## config.mk

```make
export PLATFORM = sky130hd
export DESIGN_NAME = sha256_stream_hasher_unit
export DESIGN_NICKNAME = d
export VERILOG_FILES = /design/src/design/shs_pkg.sv /design/src/design/shs_sched.sv /design/src/design/shs_round.sv /design/src/design/sha256_stream_hasher_unit.sv
export SDC_FILE = /design/constraint.sdc
export NUM_CORES = 2
export LEC_CHECK = 0
export ABC_CLOCK_PERIOD_IN_PS = 38900
export BUFFER_PORTS_ARGS = -buffer_cell sky130_fd_sc_hd__buf_4
export CORE_UTILIZATION = 40
export CTS_CLUSTER_SIZE = 30
export DETAILED_ROUTE_END_ITERATION = 12
export GPL_ROUTABILITY_DRIVEN = 0
export PLACE_DENSITY = 0.57
export SYNTH_ARGS = -nofsm -noshare
export SYNTH_HDL_FRONTEND = slang
export SYNTH_SLANG_ARGS = --single-unit
```

## constraint.sdc

```tcl
create_clock -name clock -period 38.9 [get_ports clock]
set_input_delay 3.89 -clock clock [delete_from_list [all_inputs] [get_ports clock]]
set_output_delay 3.89 -clock clock [all_outputs]
set_load 0.02 [all_outputs]
```

## src/design/shs_pkg.sv

```systemverilog
`timescale 1ns / 1ps

package shs_pkg;

   typedef logic [31:0]      word_type;
   typedef logic [7:0][31:0] hash_type;   // index 0 is a / H0

   typedef enum logic [2:0] {
      ST_IDLE,
      ST_PAD,
      ST_ROUND,
      ST_ADD,
      ST_EMIT
   } state_type;

   typedef struct packed {
      logic       shift;   // push one byte into the block window
      logic       step;    // advance the message schedule by one word
      logic [7:0] data;
   } sched_ctl_type;

   localparam logic [7:0] PAD_BYTE       = 8'h80;
   localparam logic [5:0] FILL_LAST      = 6'd63;
   localparam logic [5:0] LEN_START      = 6'd56;
   localparam logic [5:0] ROOM_LAST      = 6'd55;
   localparam logic [5:0] ROUND_LAST     = 6'd63;
   localparam logic [2:0] LAST_WORD_IDX  = 3'd7;

   localparam hash_type INIT_HASH = {
      32'h5be0cd19, 32'h1f83d9ab, 32'h9b05688c, 32'h510e527f,
      32'ha54ff53a, 32'h3c6ef372, 32'hbb67ae85, 32'h6a09e667
   };

   function automatic word_type rotr(input word_type x, input int unsigned n);
      rotr = (x >> n) | (x << (32 - n));
   endfunction

   function automatic word_type round_k(input logic [5:0] idx);
      word_type k;
      case (idx)
         6'd0:  k = 32'h428a2f98;  6'd1:  k = 32'h71374491;
         6'd2:  k = 32'hb5c0fbcf;  6'd3:  k = 32'he9b5dba5;
         6'd4:  k = 32'h3956c25b;  6'd5:  k = 32'h59f111f1;
         6'd6:  k = 32'h923f82a4;  6'd7:  k = 32'hab1c5ed5;
         6'd8:  k = 32'hd807aa98;  6'd9:  k = 32'h12835b01;
         6'd10: k = 32'h243185be;  6'd11: k = 32'h550c7dc3;
         6'd12: k = 32'h72be5d74;  6'd13: k = 32'h80deb1fe;
         6'd14: k = 32'h9bdc06a7;  6'd15: k = 32'hc19bf174;
         6'd16: k = 32'he49b69c1;  6'd17: k = 32'hefbe4786;
         6'd18: k = 32'h0fc19dc6;  6'd19: k = 32'h240ca1cc;
         6'd20: k = 32'h2de92c6f;  6'd21: k = 32'h4a7484aa;
         6'd22: k = 32'h5cb0a9dc;  6'd23: k = 32'h76f988da;
         6'd24: k = 32'h983e5152;  6'd25: k = 32'ha831c66d;
         6'd26: k = 32'hb00327c8;  6'd27: k = 32'hbf597fc7;
         6'd28: k = 32'hc6e00bf3;  6'd29: k = 32'hd5a79147;
         6'd30: k = 32'h06ca6351;  6'd31: k = 32'h14292967;
         6'd32: k = 32'h27b70a85;  6'd33: k = 32'h2e1b2138;
         6'd34: k = 32'h4d2c6dfc;  6'd35: k = 32'h53380d13;
         6'd36: k = 32'h650a7354;  6'd37: k = 32'h766a0abb;
         6'd38: k = 32'h81c2c92e;  6'd39: k = 32'h92722c85;
         6'd40: k = 32'ha2bfe8a1;  6'd41: k = 32'ha81a664b;
         6'd42: k = 32'hc24b8b70;  6'd43: k = 32'hc76c51a3;
         6'd44: k = 32'hd192e819;  6'd45: k = 32'hd6990624;
         6'd46: k = 32'hf40e3585;  6'd47: k = 32'h106aa070;
         6'd48: k = 32'h19a4c116;  6'd49: k = 32'h1e376c08;
         6'd50: k = 32'h2748774c;  6'd51: k = 32'h34b0bcb5;
         6'd52: k = 32'h391c0cb3;  6'd53: k = 32'h4ed8aa4a;
         6'd54: k = 32'h5b9cca4f;  6'd55: k = 32'h682e6ff3;
         6'd56: k = 32'h748f82ee;  6'd57: k = 32'h78a5636f;
         6'd58: k = 32'h84c87814;  6'd59: k = 32'h8cc70208;
         6'd60: k = 32'h90befffa;  6'd61: k = 32'ha4506ceb;
         6'd62: k = 32'hbef9a3f7;  6'd63: k = 32'hc67178f2;
         default: k = '0;
      endcase
      round_k = k;
   endfunction

endpackage

```

## src/design/shs_sched.sv

```systemverilog
`timescale 1ns / 1ps

// 512-bit block window. Bytes shift in at the bottom; during compression the
// same register acts as the sliding 16-word schedule window, w[t] at the top.
module shs_sched import shs_pkg::*; (
   input  logic          clock,
   input  sched_ctl_type ctl,
   output word_type      w_cur
);

   logic [511:0] win_ff, win_in;
   word_type     w_new, s0, s1;

   always_comb begin
      s0     = rotr(win_ff[479:448], 7) ^ rotr(win_ff[479:448], 18) ^ (win_ff[479:448] >> 3);
      s1     = rotr(win_ff[63:32], 17) ^ rotr(win_ff[63:32], 19) ^ (win_ff[63:32] >> 10);
      w_new  = s1 + win_ff[223:192] + s0 + win_ff[511:480];
      win_in = win_ff;
      if (ctl.shift) begin
         win_in = {win_ff[503:0], ctl.data};
      end else if (ctl.step) begin
         win_in = {win_ff[479:0], w_new};
      end
   end

   always_ff @(posedge clock) begin
      win_ff <= win_in;
   end

   assign w_cur = win_ff[511:480];

endmodule

```

## src/design/shs_round.sv

```systemverilog
`timescale 1ns / 1ps

// One SHA-256 round on the working variables.
module shs_round import shs_pkg::*; (
   input  hash_type cur,
   input  word_type w,
   input  word_type k,
   output hash_type nxt
);

   word_type big0, big1, ch, maj, t1, t2;

   always_comb begin
      big1 = rotr(cur[4], 6) ^ rotr(cur[4], 11) ^ rotr(cur[4], 25);
      ch   = (cur[4] & cur[5]) ^ (~cur[4] & cur[6]);
      t1   = cur[7] + big1 + ch + k + w;
      big0 = rotr(cur[0], 2) ^ rotr(cur[0], 13) ^ rotr(cur[0], 22);
      maj  = (cur[0] & cur[1]) ^ (cur[0] & cur[2]) ^ (cur[1] & cur[2]);
      t2   = big0 + maj;
      nxt[7] = cur[6];
      nxt[6] = cur[5];
      nxt[5] = cur[4];
      nxt[4] = cur[3] + t1;
      nxt[3] = cur[2];
      nxt[2] = cur[1];
      nxt[1] = cur[0];
      nxt[0] = t1 + t2;
   end

endmodule

```

## src/design/sha256_stream_hasher_unit.sv

```systemverilog
`timescale 1ns / 1ps
// Stalls: a byte is taken in the idle state; a byte that fills a block stalls the input
//   for the compression (64 rounds on the single round unit, then one chaining add).
// Message end: pad and length bytes fill up to the block edge, each block is compressed,
//   then 8 digest words, one per cycle while rsp_stall is low.
// The round unit sets the pace; no byte is taken while a block is compressed.
// Reset (synchronous, active high) loads the standard initial hash, clears counts.
module sha256_stream_hasher_unit import shs_pkg::*; (
   input  logic        clock,
   input  logic        reset,
   input  logic        req_valid,
   output logic        req_stall,
   input  logic [7:0]  req_msg_byte,
   input  logic        req_byte_present,
   input  logic        req_message_end,
   output logic        rsp_valid,
   input  logic        rsp_stall,
   output logic [31:0] rsp_digest_word,
   output logic [2:0]  rsp_word_index,
   output logic        rsp_last_word
);

   state_type     state_ff, state_in;
   logic [5:0]    fill_ff, fill_in, fill_next;    // bytes held in the current block
   logic [54:0]   bcount_ff, bcount_in, bcount_next; // full message blocks so far
   logic [63:0]   len_ff, len_in;                 // bit length, latched at message end
   logic          pad_ff, pad_in;                 // finishing a message
   logic          first_ff, first_in;             // next pad byte is 0x80
   logic          extra_ff, extra_in;             // length goes into a further block
   logic          final_ff, final_in;             // block in flight carries the length
   logic [5:0]    round_ff, round_in;
   logic [2:0]    idx_ff, idx_in;
   hash_type      chain_ff, chain_in;
   hash_type      work_ff, work_in, work_nxt;
   word_type      w_cur;
   logic [7:0]    pad_data;
   sched_ctl_type sched_ctl;

   shs_sched u_sched (
      .clock (clock),
      .ctl   (sched_ctl),
      .w_cur (w_cur)
   );

   // the shared round unit, used once per cycle through a compression
   shs_round u_round (
      .cur (work_ff),
      .w   (w_cur),
      .k   (round_k(round_ff)),
      .nxt (work_nxt)
   );

   always_comb begin
      state_in  = state_ff;
      fill_in   = fill_ff;
      bcount_in = bcount_ff;
      len_in    = len_ff;
      pad_in    = pad_ff;
      first_in  = first_ff;
      extra_in  = extra_ff;
      final_in  = final_ff;
      round_in  = round_ff;
      idx_in    = idx_ff;
      chain_in  = chain_ff;
      work_in   = work_ff;
      sched_ctl = '0;
      req_stall = 1'b1;
      rsp_valid = 1'b0;

      fill_next   = fill_ff + {5'd0, req_byte_present};
      bcount_next = bcount_ff;
      if (req_byte_present && fill_ff == FILL_LAST) begin
         bcount_next = bcount_ff + 55'd1;
      end

      // padding stream: 0x80, zeros, then the length bytes big-endian
      if (first_ff) begin
         pad_data = PAD_BYTE;
      end else if (!extra_ff && fill_ff >= LEN_START) begin
         pad_data = 8'(len_ff >> {~fill_ff[2:0], 3'b000});
      end else begin
         pad_data = 8'h00;
      end

      case (state_ff)
         ST_IDLE: begin
            req_stall = 1'b0;
            if (req_valid) begin
               if (req_byte_present) begin
                  sched_ctl.shift = 1'b1;
                  sched_ctl.data  = req_msg_byte;
                  fill_in         = fill_next;
                  bcount_in       = bcount_next;
               end
               if (req_message_end) begin
                  len_in   = {bcount_next, fill_next, 3'b000};
                  pad_in   = 1'b1;
                  first_in = 1'b1;
                  extra_in = (fill_next > ROOM_LAST);
               end
               if (req_byte_present && fill_ff == FILL_LAST) begin
                  state_in = ST_ROUND;
                  work_in  = chain_ff;
                  round_in = '0;
               end else if (req_message_end) begin
                  state_in = ST_PAD;
               end
            end
         end
         ST_PAD: begin
            sched_ctl.shift = 1'b1;
            sched_ctl.data  = pad_data;
            fill_in         = fill_ff + 6'd1;
            first_in        = 1'b0;
            if (fill_ff == FILL_LAST) begin
               final_in = !extra_ff;
               extra_in = 1'b0;
               state_in = ST_ROUND;
               work_in  = chain_ff;
               round_in = '0;
            end
         end
         ST_ROUND: begin
            sched_ctl.step = 1'b1;
            work_in        = work_nxt;
            round_in       = round_ff + 6'd1;
            if (round_ff == ROUND_LAST) begin
               state_in = ST_ADD;
            end
         end
         ST_ADD: begin
            for (int i = 0; i < 8; i++) begin
               chain_in[i] = chain_ff[i] + work_ff[i];
            end
            if (final_ff) begin
               state_in = ST_EMIT;
               idx_in   = '0;
            end else if (pad_ff) begin
               state_in = ST_PAD;
            end else begin
               state_in = ST_IDLE;
            end
         end
         ST_EMIT: begin
            rsp_valid = 1'b1;
            if (!rsp_stall) begin
               idx_in = idx_ff + 3'd1;
               if (idx_ff == LAST_WORD_IDX) begin
                  // back to the post-reset state for the next message
                  chain_in  = INIT_HASH;
                  fill_in   = '0;
                  bcount_in = '0;
                  pad_in    = 1'b0;
                  final_in  = 1'b0;
                  state_in  = ST_IDLE;
               end
            end
         end
         default: begin
            state_in = ST_IDLE;
         end
      endcase
   end

   always_ff @(posedge clock) begin
      if (reset) begin
         state_ff  <= ST_IDLE;
         fill_ff   <= '0;
         bcount_ff <= '0;
         pad_ff    <= 1'b0;
         first_ff  <= 1'b0;
         extra_ff  <= 1'b0;
         final_ff  <= 1'b0;
         round_ff  <= '0;
         idx_ff    <= '0;
         chain_ff  <= INIT_HASH;
      end else begin
         state_ff  <= state_in;
         fill_ff   <= fill_in;
         bcount_ff <= bcount_in;
         pad_ff    <= pad_in;
         first_ff  <= first_in;
         extra_ff  <= extra_in;
         final_ff  <= final_in;
         round_ff  <= round_in;
         idx_ff    <= idx_in;
         chain_ff  <= chain_in;
      end
   end

   // working variables and latched length carry no reset
   always_ff @(posedge clock) begin
      work_ff <= work_in;
      len_ff  <= len_in;
   end

   // digest words read straight from the chaining registers, stable while stalled
   assign rsp_digest_word = chain_ff[idx_ff];
   assign rsp_word_index  = idx_ff;
   assign rsp_last_word   = (idx_ff == LAST_WORD_IDX);

endmodule

```

Word level (Yosys, flattened, before mapping)
Memory sizes are Yosys's and may differ from the RTL's. A register that Yosys moved wholly into a read port is not among the register bits.
Index checks and enable logic that the tools add are counted.
- memory bits (writable): 0
- register bits: 1162
- latch bits: 0
- logic and storage cells: 186
- bits in read-only memories: 2048
- bits of input ports: 14
- memories: 1
- add/sub/neg operators: 23
- $lt $le $gt $ge: 3
- shift operators: 1
- muxes and demuxes: 64
- div/mod/pow operators: 0
- reductions and logical operators: 22
- bitwise gates (word level): 28
- multiply operators: 0
- equal/unequal tests: 17
- memories (name ; words ; bits a word ; read ports ; clocked after Yosys merged registers in ; write ports ; RTL line ; RTL):
    (name not given) ; 64 ; 32 ; 1 ; 1 ; 0 ; shs_pkg.sv:40 ; case (idx)
- operators by type and width (kind ; number):
    $mux 256 ; 5
    $mux 512 ; 2
    $pmux 256 s3 ; 1
    $add 32x32->32 ; 18
    $pmux 256 s2 ; 1
    $xor 32x32->32 ; 9
    $mux 55 ; 5
    $and 32x32->32 ; 5
    $pmux 55 s2 ; 1
    $bmux 32 s3 ; 1
    $shr 64x6->8 ; 1
    $add 55x1->55 const B ; 1
    $mux 6 ; 9
    $pmux 6 s3 ; 2
    $mux 32 ; 1
    $mux 8 ; 4
    $not 32->32 ; 1
    $or 10x32->32 ; 1
    $or 13x32->32 ; 1
    $or 14x32->32 ; 1
    $or 15x32->32 ; 1
    $or 19x32->32 ; 1
    $or 21x32->32 ; 1
    $or 25x32->32 ; 1
    33 further kinds ; 84

Longest topological paths before layout
- depth after elaboration: 9
- gate-level depth with buffers: 33

Modules after synthesis
From an unflattened synthesis, not the netlist that was laid out.
- cell total of the unflattened synthesis: 8288
- area, all modules: 81356.8 sq um
- modules (own cells, without submodules) (module ; instances ; seq. area each (sq um) ; cells an instance ; area each (sq um)):
    sha256_stream_hasher_unit ; 1 ; 16826.1 ; 5149 ; 43924.6
    shs_sched ; 1 ; 15374.7 ; 1741 ; 26130.1
    shs_round ; 1 ; 0.0 ; 1398 ; 11302.1

Worst setup path after synthesis
No wires, ideal clock.
- path kind: in2reg
- start point: in req_byte_present
- end point: reg u_sched.win_ff[0] (enable)
- data arrival time: 13.229 ns
- stages: 6
- setup slack: 22.039 ns
- path through: nand2_1 > nor2_1 > nor2_1 > clkbuf_1 > clkbuf_1 > nand2_1
- word-level cells in the longest chain between the ends: 4
- RTL lines (what ; RTL line ; RTL):
    from (decl) ; sha256_stream_hasher_unit.sv:14 ; input logic req_byte_present,
    $mux 1 ; sha256_stream_hasher_unit.sv:89 ; if (req_byte_present) begin
    $mux 1 ; sha256_stream_hasher_unit.sv:88 ; if (req_valid) begin
    $pmux 1 s2 ; sha256_stream_hasher_unit.sv:85 ; case (state_ff)
    $reduce_bool 2->1 (no source line) ; n/a ;
    to (signal assigned) ; shs_sched.sv:27 ; win_ff <= win_in;
    to (decl) ; shs_sched.sv:11 ; logic [511:0] win_ff, win_in;
Every way passes these cells.
A chain may end at the register's enable or synchronous reset.

==> results.md <==
- DRC: 0
- Max-cap violation count: 0
- Sequential fraction of the synthesis area: 0.412
- Root Driver: clkbuf_16
- RSZ-0062 raised after global routing: false
- Yosys warns: 0
- Largest net degree at the start of global routing: between 200 and 250
- CTS tree: done
- Dpl hpwl: approximately 180,000 um
- Top Ports: 52
- FMAX: between 0.1 and 0.15 GHz
- Slew @ Worst Pin: 1.36 ns
- Total Die Area: 197,000 um2
- Slew headroom: 0.0895
- CP required: slightly below 40 ns
- Hold Crit Class: reg2reg
- Core region area: 193,000 um2
- Slew Viols, Final: 0
- Num Clock Sinks: 1,194
- Count of state elements after synthesis: roughly 1,200
- Async S/R FF share, synth: 0
- Top Usage Layer GRT: met2
- Antenna violations before repair: 8
- Clk slew on worst S/H paths: around 0.06 ns
- Synth top area cells: edfxtp_1 (32%), nand2_1 (12%), dfxtp_1 (9.4%), ha_1 (6.3%), fa_1 (5.0%)
- Crit path DAT: around 8.7 ns
- Congestion Overflow GR: 0
- GRT met3 Usage: 0.0421
- Top FF cell, synth: edfxtp_1
- EDFF count, synth: a little over 800
- Netlist cell types: around 120
- Average size of a mapped cell: around 9 um2
- Crit-path max cell delay: between 0.5 and 0.6 ns
- Worst-case clock buffer depth: 3
- Commonest non-fill, non-tap cell in the layout: nand2_1
- Die Height: around 440 um
- Global-route usage over all layers: 0.255
- Met1 usage: 0.339
- Hold wc startpoint: bcount_ff[37]
- Number of I/O port buffers: approximately 50
- Vias in the first global route: approximately 60,000
- Worst-Skew Late Latency: around 0.81 ns
- Crit-path slowest cell: edfxtp_1
- Worst path most repeated cell: fa_1
- Fin crit share: 0.210
- Pre-Repair DR Iteration Count: 8
- Tmin final: between 8 and 9 ns
- Critical path endpoint category: flop
- CTS buffer count: approximately 140
- P&R area growth vs syn: 9.28%
- Rows: about 160
- Reg2Reg Depth: 29
- Post-Syn Nets: 9,331
- WHS Path Cells: 2
- Outcome: complete, no violations
- Ratio of cells with drive above 1 in the final layout: 0.0651
- Drt total wl: 256,000 um
- DR vias/cell: 5.72
- Reg-to-reg slack, setup: slightly above 30 ns
- Hold EP: bcount_ff[37]
- Post-synth top area share: 0.319
- Mapped Cells: roughly 8,700
- Chip width: ~440 um
- DR WL/cell: roughly 23 um
- Final ANT Viol Nets: 0
- Hold Fails Final Rpt: 0
- Postcts setup bufs: 0
- Largest area contributor in the netlist: edfxtp_1
- CP max FO: 6
- Post_cts resized: 0
- First DRT Iteration DRCs: 7,019
- R2r endpoint: work_ff[30]
- Top Family by Delay on Critical Path: adder cells
- Via count: 63,700
- H-tree levels: 4
- Layout Nets: 9,094
- Hold_buf cts: 0
- Most frequent cells in the layout: nand2_1 (2,476), edfxtp_1 (829), a21oi_1 (469), o21ai_0 (459), nor2_1 (434)
- Setup TNS: 0 ns
- Initial Utilization: 0.404
- Mapped cell area: around 78,000 um2
- WS Path Type: reg2reg
- Global-route wire length before repair: 384,000 um
- Worst Path Buf+Inv: 4
- Worst Skew: 0.0366 ns
- Startpoint types: flop
- Reg-to-reg startpoint: work_ff[128]
- Met2 Use GR: 0.408
- Final setup viols: 0
## sequential cells by signal, summed over array words and instances (netlist names)
signal          cells
pad_ff              1
extra_ff            1
chain_ff          256
round_ff            6
work_ff           256
bcount_ff          55
first_ff            1
final_ff            1
len_ff             61
u_sched.win_ff    512
u_round.k          32
rsp_word_index      3
fill_ff             6
state_ff            3
## worst register-to-register path, delay by kind of cell, from the launching register on
family          cells  cell delay, ns
fa+ha+maj           7            2.76
simple gates        6            0.99
flops               1            0.59
xor+xnor            1            0.22
compound gates     10            2.70
mux                 1            0.41
buf+inv             4            0.26
## per-layer routing
layer  vias up  wire length [um]
met2      2560            118000
met1     30900            109000
met4         6             11600
li1      29600                 -
met3       579             18000
met5         -                37
## cells by family (layout without fill, tap and decap cells)
logic type                 count (synthesis)  count (layout)  share of synthesized area
other                                      0               5                          0
buffers and inverters                    900             782                     0.0442
adders and majority gates                595             595                      0.114
AOI/OAI and AO/OA                       1754            1754                      0.141
xor gates and xnor gates                 621             621                     0.0699
and+or+nand+nor                         3507            3507                      0.186
muxes                                    155             155                     0.0329
DFF                                     1194            1194                      0.412
## layout make-up
class                           count  area (um2)
Sequential cell                  1194       32200
Clock buffer                      187        4000
Tap cell                         2526        3160
Timing Repair Buffer              111         900
Inverter                          406        1530
Antenna cell                        5        12.5
Multi-Input combinational cell   6632       42600
Clock inverter                     78         976
Fill cell                       18800      108000
## cells in the mapped netlist (14+ instances only)
library cell / count
o21bai_1: 40
nor3_1: 115
dfxtp_1: 365
clkbuf_1: 424
and2_1: 25
a21o_1: 195
a31oi_1: 55
a211o_1: 17
xnor2_1: 408
mux4_2: 77
o31ai_1: 39
o21ai_0: 459
nand2b_1: 63
o21ai_1: 27
and3_1: 50
edfxtp_1: 829
nand3_1: 131
nand4_1: 34
nor4_1: 14
o21a_1: 52
or3_1: 30
xor2_1: 211
a211oi_1: 45
mux2i_1: 31
inv_1: 399
buf_2: 30
a21boi_0: 16
a21oi_1: 469
nand2_1: 2482
buf_1: 33
a22oi_1: 58
a2111oi_0: 15
ha_1: 396
nor2_1: 440
fa_1: 195
mux2_2: 47
o22ai_1: 64
nor2b_1: 37
o211ai_1: 35
## worst max path at each step
stage / slack, ns / startpoint / depth (start not counted) / to
finish: 30.72 / work_ff[128] / 29 / work_ff[30]
global route: 30.29 / work_ff[128] / 29 / work_ff[30]
CTS: 30.82 / work_ff[128] / 29 / work_ff[30]
detailed placement: 30.57 / req_byte_present / 9 / u_sched.win_ff[436]
global placement: 30.63 / req_byte_present / 9 / u_sched.win_ff[105]
floorplan: 22.04 / req_byte_present / 6 / u_sched.win_ff[0]
## through the flow
stage	area (um2)	worst slack (ns)	instances	util	hold slack, ns
5_1_grt	85400	30.29	11100	0.442	0.520
3_5_place_dp	80400	30.57	10900	0.416	0.486
3_3_place_gp	80400	30.63	10900	0.416	0.476
4_1_cts	85400	30.82	11100	0.442	0.499
2_1_floorplan	78100	22.04	8726	-	0.449
6_report	85400	30.72	11100	0.442	0.498
Power is left out: the tool's default activity adds up to more than one toggle a clock period on the data nets, which glitch-free logic cannot reach.
